## src/design/fss_pkg.sv

```systemverilog
// Shared constants, request codes and queue word type of the fuzzy subsequence scorer.
`timescale 1ns / 1ps
`default_nettype none
package fss_pkg;

  localparam int unsigned PATTERN_MAX = 32;
  localparam int unsigned TEXT_MAX    = 512;

  localparam int unsigned REQ_W    = 2;
  localparam int unsigned CHAR_W   = 16;
  localparam int unsigned SCORE_W  = 12;
  localparam int unsigned SUBSEQ_W = 11;
  localparam int unsigned TPOS_W   = 10;
  localparam int unsigned PLEN_W   = $clog2(PATTERN_MAX + 1);
  localparam int unsigned IDX_W    = (PATTERN_MAX > 1) ? $clog2(PATTERN_MAX) : 1;
  localparam int unsigned ADD_W    = 6;

  // Request codes as they arrive on the request channel.
  localparam logic [REQ_W-1:0] REQ_CLEAR  = 2'd0;
  localparam logic [REQ_W-1:0] REQ_APPEND = 2'd1;
  localparam logic [REQ_W-1:0] REQ_TEXT   = 2'd2;
  localparam logic [REQ_W-1:0] REQ_SCORE  = 2'd3;

  localparam logic [SCORE_W-1:0]  SCORE_EMPTY       = 12'd1000;
  localparam logic [SCORE_W-1:0]  SCORE_SUBSTR_BASE = 12'd3000;
  localparam logic [ADD_W-1:0]    BONUS_MATCH       = 6'd10;
  localparam logic [ADD_W-1:0]    BONUS_WORD        = 6'd10;
  localparam logic [ADD_W-1:0]    BONUS_CONSEC      = 6'd15;
  localparam logic [SUBSEQ_W-1:0] SUBSEQ_LIMIT      = 11'd2047;

  localparam logic [CHAR_W-1:0] CHAR_SPACE = 16'h0020;
  localparam logic [CHAR_W-1:0] CHAR_COLON = 16'h003A;

  typedef enum logic [1:0] {
    OP_CLEAR,
    OP_APPEND,
    OP_TEXT,
    OP_SCORE
  } op_e;

  // One decoded word as it travels from the front part to the back part.
  typedef struct packed {
    op_e               op;
    logic [CHAR_W-1:0] char_code;
    logic              is_sep;
  } item_t;

endpackage
`default_nettype wire

```

## src/design/fss_if.sv

```systemverilog
// Request and response channel interfaces of the fuzzy subsequence scorer.
`timescale 1ns / 1ps
`default_nettype none
interface fss_req_if;
  import fss_pkg::*;

  logic              valid;
  logic              ready;
  logic [REQ_W-1:0]  req_type;
  logic [CHAR_W-1:0] char_code;

  modport source (output valid, output req_type, output char_code, input ready);
  modport sink   (input valid, input req_type, input char_code, output ready);
endinterface

interface fss_rsp_if;
  import fss_pkg::*;

  logic               valid;
  logic               ready;
  logic [SCORE_W-1:0] score;
  logic               pattern_overflow;
  logic               text_overflow;

  modport source (output valid, output score, output pattern_overflow,
                  output text_overflow, input ready);
  modport sink   (input valid, input score, input pattern_overflow,
                  input text_overflow, output ready);
endinterface
`default_nettype wire

```

## src/design/fuzzy_subsequence_scorer.sv

```systemverilog
// Top level of the fuzzy subsequence scorer: front part, queue and back part.
//
// The scorer takes one request word per cycle when not stalled, and holds a
// pattern of up to PATTERN_MAX UTF-16 code units against which a stream of
// already lowercased text units is scored. A clear word empties the pattern,
// an append word adds one unit, a text word feeds one unit of the text and a
// score word closes the text and yields exactly one response word carrying
// the score and the two overflow flags; all other words yield no response.
// An empty pattern scores 1000, a text that holds the pattern as a substring
// scores 3000 minus the first start position, a text that holds it only as an
// in-order subsequence gets the greedy bonus sum (saturating at 2047), and
// anything else scores 0. Each text unit is compared with every stored
// pattern unit in parallel, so the throughput is one word per cycle when
// not stalled; a score response is registered in the queue and then in the
// response register before it is offered to the receiver.
// A two-word queue separates the front part from the back part, and the
// response register lets new words be accepted while an earlier response
// waits to be taken; only a score word waits for that register to drain.
// Text units beyond TEXT_MAX and pattern units beyond PATTERN_MAX are dropped
// and reported through the overflow flags of the next response.
`timescale 1ns / 1ps
`default_nettype none
module fuzzy_subsequence_scorer (
  input  logic      clk_i,
  input  logic      rst_ni,
  fss_req_if.sink   req_i,
  fss_rsp_if.source rsp_o
);
  import fss_pkg::*;

  logic  push;
  logic  room;
  logic  avail;
  logic  pop;
  item_t front_item;
  item_t back_item;

  fss_front u_front (
    .req_i  (req_i),
    .push_o (push),
    .item_o (front_item),
    .room_i (room)
  );

  fss_queue u_queue (
    .clk_i   (clk_i),
    .rst_ni  (rst_ni),
    .push_i  (push),
    .item_i  (front_item),
    .room_o  (room),
    .avail_o (avail),
    .item_o  (back_item),
    .pop_i   (pop)
  );

  fss_back u_back (
    .clk_i   (clk_i),
    .rst_ni  (rst_ni),
    .avail_i (avail),
    .item_i  (back_item),
    .pop_o   (pop),
    .rsp_o   (rsp_o)
  );

endmodule
`default_nettype wire

```

## src/design/fss_front.sv

```systemverilog
// Front part: accepts request words and decodes them into queue words.
`timescale 1ns / 1ps
`default_nettype none
module fss_front (
  fss_req_if.sink          req_i,
  output logic             push_o,
  output fss_pkg::item_t   item_o,
  input  logic             room_i
);
  import fss_pkg::*;

  op_e op;

  always_comb begin
    unique case (req_i.req_type)
      REQ_CLEAR:  op = OP_CLEAR;
      REQ_APPEND: op = OP_APPEND;
      REQ_TEXT:   op = OP_TEXT;
      default:    op = OP_SCORE;
    endcase
  end

  assign req_i.ready      = room_i;
  assign push_o           = req_i.valid && room_i;
  assign item_o.op        = op;
  assign item_o.char_code = req_i.char_code;
  // Word separators are spotted here so the back part sees a single flag.
  assign item_o.is_sep    = (req_i.char_code == CHAR_SPACE) ||
                            (req_i.char_code == CHAR_COLON);

endmodule
`default_nettype wire

```

## src/design/fss_queue.sv

```systemverilog
// Two-entry queue between the front and back parts.
`timescale 1ns / 1ps
`default_nettype none
module fss_queue (
  input  logic           clk_i,
  input  logic           rst_ni,
  input  logic           push_i,
  input  fss_pkg::item_t item_i,
  output logic           room_o,
  output logic           avail_o,
  output fss_pkg::item_t item_o,
  input  logic           pop_i
);
  import fss_pkg::*;

  item_t       slot_q [2];
  logic        wr_ptr_q, wr_ptr_d;
  logic        rd_ptr_q, rd_ptr_d;
  logic [1:0]  count_q, count_d;

  assign room_o  = (count_q != 2'd2);
  assign avail_o = (count_q != 2'd0);
  assign item_o  = slot_q[rd_ptr_q];

  always_comb begin
    wr_ptr_d = wr_ptr_q ^ push_i;
    rd_ptr_d = rd_ptr_q ^ pop_i;
    count_d  = count_q + {1'b0, push_i} - {1'b0, pop_i};
  end

  always_ff @(posedge clk_i or negedge rst_ni) begin
    if (!rst_ni) begin
      wr_ptr_q <= 1'b0;
      rd_ptr_q <= 1'b0;
      count_q  <= 2'd0;
    end else begin
      wr_ptr_q <= wr_ptr_d;
      rd_ptr_q <= rd_ptr_d;
      count_q  <= count_d;
    end
  end

  always_ff @(posedge clk_i) begin
    if (push_i) begin
      slot_q[wr_ptr_q] <= item_i;
    end
  end

endmodule
`default_nettype wire

```

## src/design/fss_back.sv

```systemverilog
// Back part: pattern store, shift-and and subsequence scoring, result register.
`timescale 1ns / 1ps
`default_nettype none
module fss_back (
  input  logic           clk_i,
  input  logic           rst_ni,
  input  logic           avail_i,
  input  fss_pkg::item_t item_i,
  output logic           pop_o,
  fss_rsp_if.source      rsp_o
);
  import fss_pkg::*;

  logic [CHAR_W-1:0]      pat_q [PATTERN_MAX];
  logic [PLEN_W-1:0]      plen_q, plen_d;
  logic                   pdrop_q, pdrop_d;
  logic [PATTERN_MAX-1:0] pmv_q, pmv_d;
  logic                   found_q, found_d;
  logic [TPOS_W-1:0]      start_q, start_d;
  logic [TPOS_W-1:0]      tpos_q, tpos_d;
  logic [PLEN_W-1:0]      mcnt_q, mcnt_d;
  logic                   pmatch_q, pmatch_d;
  logic                   psep_q, psep_d;
  logic [SUBSEQ_W-1:0]    sub_q, sub_d;
  logic                   tdrop_q, tdrop_d;

  logic                   out_valid_q, out_valid_d;
  logic [SCORE_W-1:0]     score_q, score_d;
  logic                   povf_q, tovf_q;

  logic [PATTERN_MAX-1:0] eq;
  logic [PATTERN_MAX-1:0] pmv_shift;
  logic [IDX_W-1:0]       last_idx;
  logic                   found_now;
  logic                   hit;
  logic [ADD_W-1:0]       add;
  logic [SUBSEQ_W:0]      sum;
  logic                   text_full;
  logic                   slot_free;
  logic                   do_append;
  logic                   restart;

  // Each text word is compared with every pattern entry at once.
  always_comb begin
    for (int i = 0; i < PATTERN_MAX; i++) begin
      eq[i] = (PLEN_W'(i) < plen_q) && (pat_q[i] == item_i.char_code);
    end
  end

  assign slot_free = !out_valid_q || rsp_o.ready;
  assign pop_o     = avail_i && ((item_i.op != OP_SCORE) || slot_free);
  assign do_append = pop_o && (item_i.op == OP_APPEND) &&
                     (plen_q < PLEN_W'(PATTERN_MAX));
  assign restart   = pop_o && (item_i.op != OP_TEXT);

  assign pmv_shift = ((pmv_q << 1) | PATTERN_MAX'(1)) & eq;
  assign last_idx  = IDX_W'(plen_q - PLEN_W'(1));
  assign found_now = (plen_q != '0) && !found_q && pmv_shift[last_idx];
  assign hit       = (mcnt_q < plen_q) && eq[mcnt_q[IDX_W-1:0]];
  assign text_full = (tpos_q >= TPOS_W'(TEXT_MAX));

  always_comb begin
    add = BONUS_MATCH;
    if (pmatch_q) begin
      add = add + BONUS_CONSEC;
    end
    if (psep_q) begin
      add = add + BONUS_WORD;
    end
    sum = {1'b0, sub_q} + (SUBSEQ_W + 1)'(add);
  end

  always_comb begin
    plen_d   = plen_q;
    pdrop_d  = pdrop_q;
    pmv_d    = pmv_q;
    found_d  = found_q;
    start_d  = start_q;
    tpos_d   = tpos_q;
    mcnt_d   = mcnt_q;
    pmatch_d = pmatch_q;
    psep_d   = psep_q;
    sub_d    = sub_q;
    tdrop_d  = tdrop_q;

    if (pop_o) begin
      unique case (item_i.op)
        OP_CLEAR: begin
          plen_d  = '0;
          pdrop_d = 1'b0;
        end
        OP_APPEND: begin
          if (do_append) begin
            plen_d = plen_q + PLEN_W'(1);
          end else begin
            pdrop_d = 1'b1;
          end
        end
        OP_TEXT: begin
          if (text_full) begin
            tdrop_d = 1'b1;
          end else begin
            pmv_d = pmv_shift;
            if (found_now) begin
              found_d = 1'b1;
              start_d = tpos_q + TPOS_W'(1) - TPOS_W'(plen_q);
            end
            if (hit) begin
              sub_d  = sum[SUBSEQ_W] ? SUBSEQ_LIMIT : sum[SUBSEQ_W-1:0];
              mcnt_d = mcnt_q + PLEN_W'(1);
            end
            pmatch_d = hit;
            psep_d   = item_i.is_sep;
            tpos_d   = tpos_q + TPOS_W'(1);
          end
        end
        default: begin
        end
      endcase
    end

    if (restart) begin
      pmv_d    = '0;
      found_d  = 1'b0;
      start_d  = '0;
      tpos_d   = '0;
      mcnt_d   = '0;
      pmatch_d = 1'b1;
      psep_d   = 1'b1;
      sub_d    = '0;
      tdrop_d  = 1'b0;
    end
  end

  always_comb begin
    priority if (plen_q == '0) begin
      score_d = SCORE_EMPTY;
    end else if (found_q) begin
      score_d = SCORE_SUBSTR_BASE - SCORE_W'(start_q);
    end else if (mcnt_q == plen_q) begin
      score_d = SCORE_W'(sub_q);
    end else begin
      score_d = '0;
    end
  end

  always_comb begin
    out_valid_d = out_valid_q && !rsp_o.ready;
    if (pop_o && (item_i.op == OP_SCORE)) begin
      out_valid_d = 1'b1;
    end
  end

  always_ff @(posedge clk_i or negedge rst_ni) begin
    if (!rst_ni) begin
      plen_q      <= '0;
      pdrop_q     <= 1'b0;
      pmv_q       <= '0;
      found_q     <= 1'b0;
      start_q     <= '0;
      tpos_q      <= '0;
      mcnt_q      <= '0;
      pmatch_q    <= 1'b1;
      psep_q      <= 1'b1;
      sub_q       <= '0;
      tdrop_q     <= 1'b0;
      out_valid_q <= 1'b0;
    end else begin
      plen_q      <= plen_d;
      pdrop_q     <= pdrop_d;
      pmv_q       <= pmv_d;
      found_q     <= found_d;
      start_q     <= start_d;
      tpos_q      <= tpos_d;
      mcnt_q      <= mcnt_d;
      pmatch_q    <= pmatch_d;
      psep_q      <= psep_d;
      sub_q       <= sub_d;
      tdrop_q     <= tdrop_d;
      out_valid_q <= out_valid_d;
    end
  end

  always_ff @(posedge clk_i) begin
    if (do_append) begin
      pat_q[plen_q[IDX_W-1:0]] <= item_i.char_code;
    end
    if (pop_o && (item_i.op == OP_SCORE)) begin
      score_q <= score_d;
      povf_q  <= pdrop_q;
      tovf_q  <= tdrop_q;
    end
  end

  assign rsp_o.valid            = out_valid_q;
  assign rsp_o.score            = score_q;
  assign rsp_o.pattern_overflow = povf_q;
  assign rsp_o.text_overflow    = tovf_q;

endmodule
`default_nettype wire

```

## src/flat_wrapper.sv

```systemverilog
// flat-port wrapper written by rule: the top's interface ports become plain ports
module fuzzy_subsequence_scorer_flat import fss_pkg::*;
  (clk_i, rst_ni, req_i_valid, req_i_req_type, req_i_char_code, req_i_ready, rsp_o_valid, rsp_o_score, rsp_o_pattern_overflow, rsp_o_text_overflow, rsp_o_ready);
  fss_req_if req_i_i ();
  fss_rsp_if rsp_o_i ();
  input  logic clk_i;
  input  logic rst_ni;
  input wire logic [$bits(req_i_i.valid)-1:0] req_i_valid;
  input wire logic [$bits(req_i_i.req_type)-1:0] req_i_req_type;
  input wire logic [$bits(req_i_i.char_code)-1:0] req_i_char_code;
  output wire logic [$bits(req_i_i.ready)-1:0] req_i_ready;
  output wire logic [$bits(rsp_o_i.valid)-1:0] rsp_o_valid;
  output wire logic [$bits(rsp_o_i.score)-1:0] rsp_o_score;
  output wire logic [$bits(rsp_o_i.pattern_overflow)-1:0] rsp_o_pattern_overflow;
  output wire logic [$bits(rsp_o_i.text_overflow)-1:0] rsp_o_text_overflow;
  input wire logic [$bits(rsp_o_i.ready)-1:0] rsp_o_ready;
  assign req_i_i.valid = req_i_valid;
  assign req_i_i.req_type = req_i_req_type;
  assign req_i_i.char_code = req_i_char_code;
  assign req_i_ready = req_i_i.ready;
  assign rsp_o_valid = rsp_o_i.valid;
  assign rsp_o_score = rsp_o_i.score;
  assign rsp_o_pattern_overflow = rsp_o_i.pattern_overflow;
  assign rsp_o_text_overflow = rsp_o_i.text_overflow;
  assign rsp_o_i.ready = rsp_o_ready;
  fuzzy_subsequence_scorer u_core (.clk_i(clk_i), .rst_ni(rst_ni), .req_i(req_i_i), .rsp_o(rsp_o_i));
endmodule
```

## config.mk

```make
export PLATFORM = sky130hd
export DESIGN_NAME = fuzzy_subsequence_scorer_flat
export DESIGN_NICKNAME = d
export VERILOG_FILES = /design/src/design/fss_pkg.sv /design/src/design/fss_if.sv /design/src/design/fuzzy_subsequence_scorer.sv /design/src/design/fss_front.sv /design/src/design/fss_queue.sv /design/src/design/fss_back.sv /design/src/flat_wrapper.sv
export SDC_FILE = /design/constraint.sdc
export NUM_CORES = 1
export LEC_CHECK = 0
export ABC_AREA = 1
export BUFFER_PORTS_ARGS = -buffer_cell sky130_fd_sc_hd__buf_2
export CAP_MARGIN = 20
export CELL_PAD_IN_SITES_DETAIL_PLACEMENT = 1
export CELL_PAD_IN_SITES_GLOBAL_PLACEMENT = 1
export CORE_ASPECT_RATIO = 2
export CORE_UTILIZATION = 50
export DETAILED_ROUTE_END_ITERATION = 12
export HOLD_SLACK_MARGIN = 0.12
export PLACE_DENSITY = 0.8
export SYNTH_ARGS = -nofsm -noshare
export SYNTH_HDL_FRONTEND = slang
export SYNTH_SLANG_ARGS = --single-unit
export TNS_END_PERCENT = 100
```

## constraint.sdc

```tcl
create_clock -name clk_i -period 3.7 [get_ports clk_i]
set_input_delay 0.185 -clock clk_i [delete_from_list [all_inputs] [get_ports clk_i]]
set_output_delay 0.185 -clock clk_i [all_outputs]
set_load 0.005 [all_outputs]
```

==> impl_metrics.tcl <==
set metrics [dict create \
    status "complete, no violations" \
    period_share_pct 98.3 \
    synth_top_family_by_area "simple AND/OR/NAND/NOR gates" \
    finalSetupViolCount 0 \
    power.share.sequential_pct 31.8 \
    synth_cell_type_count 51 \
    grt_antenna_before_repair 2 \
    netlist.area_leader.share_pct 52.2 \
    synth.area.top_cells "edfxtp_1 52%, nand2_1 15%, dfrtp_1 6.3%, inv_1 5.1%, nor2_1 4.1%" \
    rows 131 \
    routed_wire_length_per_instance_microns 27.0 \
    timing.critical_path.from_type "register" \
    clock_sinks 648 \
    yosysWarnings 0 \
    hold_class "in2async" \
    worstPathRequired_ps 4240 \
    synthXorXnorAreaFrac_pct 3.97 \
    grt.total_usage_pct 38.5 \
    maximum_number_of_pins_on_one_net_before_global_route_repair 66 \
    detail-route-antenna-nets 0 \
    drv_cap 0 \
    numCtsBuffers 59 \
    rsz_0062_raised_after_global_routing "true" \
    synth_nets 3639 \
    dieHeight_microns 362 \
    fp.coreArea_sq_mm 0.0639 \
    routed_wirelength_mm 125 \
    worst_ir_drop_vdd_mv 0.574 \
    fin_worst_skew_ps 31.6 \
    dpl.hpwl_mm 85.5 \
    global_route_wire_length_before_repair_mm 184 \
    p_sw_w 0.0133 \
    period_minus_slack_ps 3640 \
    synth_fa_ha_area_share_pct 1.40 \
    finish.cell_count_without_fillers 4643 \
    post-place-cells 4508 \
    root_buffer "clkbuf_16" \
    max_stage_delay_ps 520 \
    die_area_sq_mm 0.0660 \
    post-synth-top-area-cell "edfxtp_1" \
    share_comb_of_total_power_pct 46.4 \
    critical_path.max_fanout 18 \
    io_buffers 37 \
    cts_tree "done" \
    synth_mux_area_share_pct 0 \
    worst_slew_margin_rel_pct 29.1 \
    power.static_leakage_nw 16.5 \
    power_frac_clock_pct 21.7 \
    yosys.area_share.simple_pct 25.0 \
    postSynthRegisterBits 648 \
    cp_data_arrival_time_ps 4170 \
    slew_viol_final 0 \
    layout.core_utilization_pct 59.0 \
    timing_worst_slew_pin_value_ps 1050 \
    criticalPathCategory "reg2reg" \
    drt_iter0_markers 2069 \
    switching_share_pct 43.6 \
    clk_latency_ps 670 \
    number_of_instances_in_the_synthesized_netlist 3582 \
    worst_path_most_repeated_cell "nand3_1" \
    nFillCells 7255 \
    timing.fmax_ghz 0.275 \
    route.detailed.vias_per_inst 5.81 \
    drt_drc_violations_left 0 \
    synth_area_in_compound_gates_pct 3.58 \
    routabilityCongestion 1.02 \
    overflow 0 \
    io_pins 38 \
    htree_num_levels 2 \
    slowest_cell_on_crit_path "dfrtp_2" \
    post_synthesis_cell_area_sq_mm 0.0325 \
    crit_chain "buf_6, buf_4, nand2_1, nand2_1, buf_4, o21ai_0, nor2_1, nand2_1, nor2_1, nand4_1, nand2_1, nand3_1, nand3_1, nand3_1, nand3_1, nand3_1, buf_4, nand3_1, nand2_1" \
    detail_route.first_pass.iterations 6 \
    finalPower_w 0.0305 \
    clockBufferDepth 3 \
    clkSlewWorstSetupHoldPaths_ps 70 \
    vias 27000 \
    internal_power_w 0.0172 \
    pwr_density_cell_mw_per_mm2 808 \
    end_kind "register" \
    die_width_microns 182 \
    hold_ws_ps 260 \
    grt_pass1_vias 29700 \
    hold_viol_final 0 \
    initial_utilization_pct 50.8 \
    synthToLayoutAreaGrowth_pct 16.2 \
    post_route_cells_drive_above_1_share_pct 11.1 \
    antennaDiodeCount 0 \
    synth.yosys.seq_area_share_pct 58.7 \
    syn_area_per_cell_sq_um 9.06 \
    fin_nets 3855 \
]
[final timing paths]
path,start,end,slack (ps),cells after the start
min reg2reg,u_core.u_back.tdrop_q$_DFFE_PN0P_,u_core.u_back.rsp_o.text_overflow$_DFFE_PP_,460,0
min,rst_ni,u_core.u_queue.count_q[0]$_DFF_PN0_,260,2
min in group clk_i,req_i_char_code[10],u_core.u_queue.slot_q[1][11]$_DFFE_PP_,270,2
max reg2reg,u_core.u_queue.rd_ptr_q$_DFF_PN0_,u_core.u_back.start_q[3]$_DFFE_PN0P_,60,19
max,u_core.u_queue.rd_ptr_q$_DFF_PN0_,u_core.u_back.start_q[3]$_DFFE_PN0P_,60,19
max in group asynchronous,rst_ni,u_core.u_back.start_q[6]$_DFFE_PN0P_,2560,3
[layout by cell type (no fill, tap or decap), types with 11 or more instances in the layout]
cell / Yosys / final
nor3_1: 16 / 16
nand2_2: 22 / 28
nand4_1: 39 / 39
o21ai_0: 115 / 113
clkbuf_16: 0 / 63
edfxtp_1: 564 / 564
clkinv_1: 4 / 11
or2_2: 20 / 20
ha_1: 33 / 33
o22ai_1: 18 / 18
inv_1: 439 / 439
clkbuf_1: 23 / 14
a21oi_1: 27 / 27
buf_4: 20 / 147
nor2_2: 6 / 16
a32o_1: 12 / 12
buf_2: 49 / 36
xnor2_1: 87 / 86
nand3_1: 237 / 237
nand2_1: 1273 / 1261
buf_12: 0 / 60
dlygate4sd3_1: 0 / 21
xor2_1: 60 / 60
nor2_1: 351 / 339
dfrtp_1: 82 / 80
[cells in the mapped netlist, drive strengths merged]
cell	n
a211oi	1
a21oi	28
a221o	1
a31oi	5
a32o	12
a32oi	1
and2	2
and3	1
buf	92
clkbuf	23
clkinv	4
dfrtp	82
dfstp	2
edfxtp	564
fa	2
ha	33
inv	442
nand2	1300
nand3	239
nand3b	5
nand4	39
nor2	357
nor3	20
nor3b	1
nor4	2
o2111a	1
o211ai	9
o21a	1
o21ai	122
o21bai	2
o221ai	1
o22ai	18
o31ai	1
or2	22
xnor2	87
xor2	60
[flip-flops by register name, indices dropped and copies added, names as in the netlist]
register and count:
u_core.u_back.found_q 1, u_core.u_back.mcnt_q 6, u_core.u_back.pat_q 512, u_core.u_back.pdrop_q 1
u_core.u_back.plen_q 6, u_core.u_back.pmatch_q 1, u_core.u_back.pmv_q 31, u_core.u_back.psep_q 1
u_core.u_back.rsp_o.pattern_overflow 1, u_core.u_back.rsp_o.score 12, u_core.u_back.rsp_o.text_overflow 1, u_core.u_back.rsp_o.valid 1
u_core.u_back.start_q 10, u_core.u_back.sub_q 11, u_core.u_back.tdrop_q 1, u_core.u_back.tpos_q 10
u_core.u_queue.count_q 2, u_core.u_queue.rd_ptr_q 1, u_core.u_queue.slot_q 38, u_core.u_queue.wr_ptr_q 1
[layer usage]
layer / part of all wire [%] / vias to the layer above / track usage, %
li1: - / 11900 / -
met1: 33 / 13500 / 39.3
met2: 51 / 1077 / 68.5
met3: 6.1 / 511 / 6.25
met4: 10 / 2 / 32.2
met5: 0.010 / - / 0
[power groups by stage]
| stage | Combinational [W] | Sequential (W) | Clock, W |
|---|---|---|---|
| finish | 0.0141 | 0.00970 | 0.00662 |
| global route | 0.0150 | 0.00973 | 0.00688 |
| CTS | 0.0137 | 0.00968 | 0.00667 |
| detailed placement | 0.0135 | 0.00983 | 0 |
| global placement | 0.0130 | 0.00981 | 0 |
| floorplan | 0.00732 | 0.00971 | 0 |
[per-stage QoR]
stage,TNS [ps],setup WS [ps],instance area (sq um)
3_5_place_dp,-544,-63.7,35300
5_1_grt,-612,-64.5,37700
2_1_floorplan,0,640,32500
4_1_cts,0,11.0,37500
6_report,0,63.4,37700
3_3_place_gp,-430,-44.8,35300
[cell families (layout without fill, tap and decap cells)]
kind of cell,after synthesis,count (layout)
adders and majority gates,35,35
AOI/OAI and AO/OA,203,203
xor gates and xnor gates,147,147
DFF,648,648
buffers and inverters,561,824
and+or+nand+nor,1988,1988
[area by class of cell]
class                   count  area (sq um)  area share (%)
flip-flops and latches    648         19000            50.5
well taps                 798           998            2.65
clock inverters            28           378            1.00
clock buffers              80          1650            4.37
repair inverters            1          8.76          0.0232
multi-input cells        2373         11200            29.6
inverters                 446          1690            4.47
repair buffers            269          2800            7.41
[worst max-delay path, delay by kind of cell (launching register included)]
family | cells | cell delay [ps]
AND/OR/NAND/NOR | 14 | 1850
flip-flops | 1 | 520
AO/OA/AOI/OAI | 1 | 130
buffers and inverters | 4 | 990
[what timing repair did]
item / 4_1_cts / 5_1_grt
resized for setup: 4 / 29
hold buffers: 21 / 0
pin swaps: 0 / 0
setup buffers: 0 / 2
hold endpoints to repair: 102 / 0
endpoints found under the setup margin: 11 / 38
gates cloned: 0 / 2
Note: power is estimated with default switching activity, not from simulation.
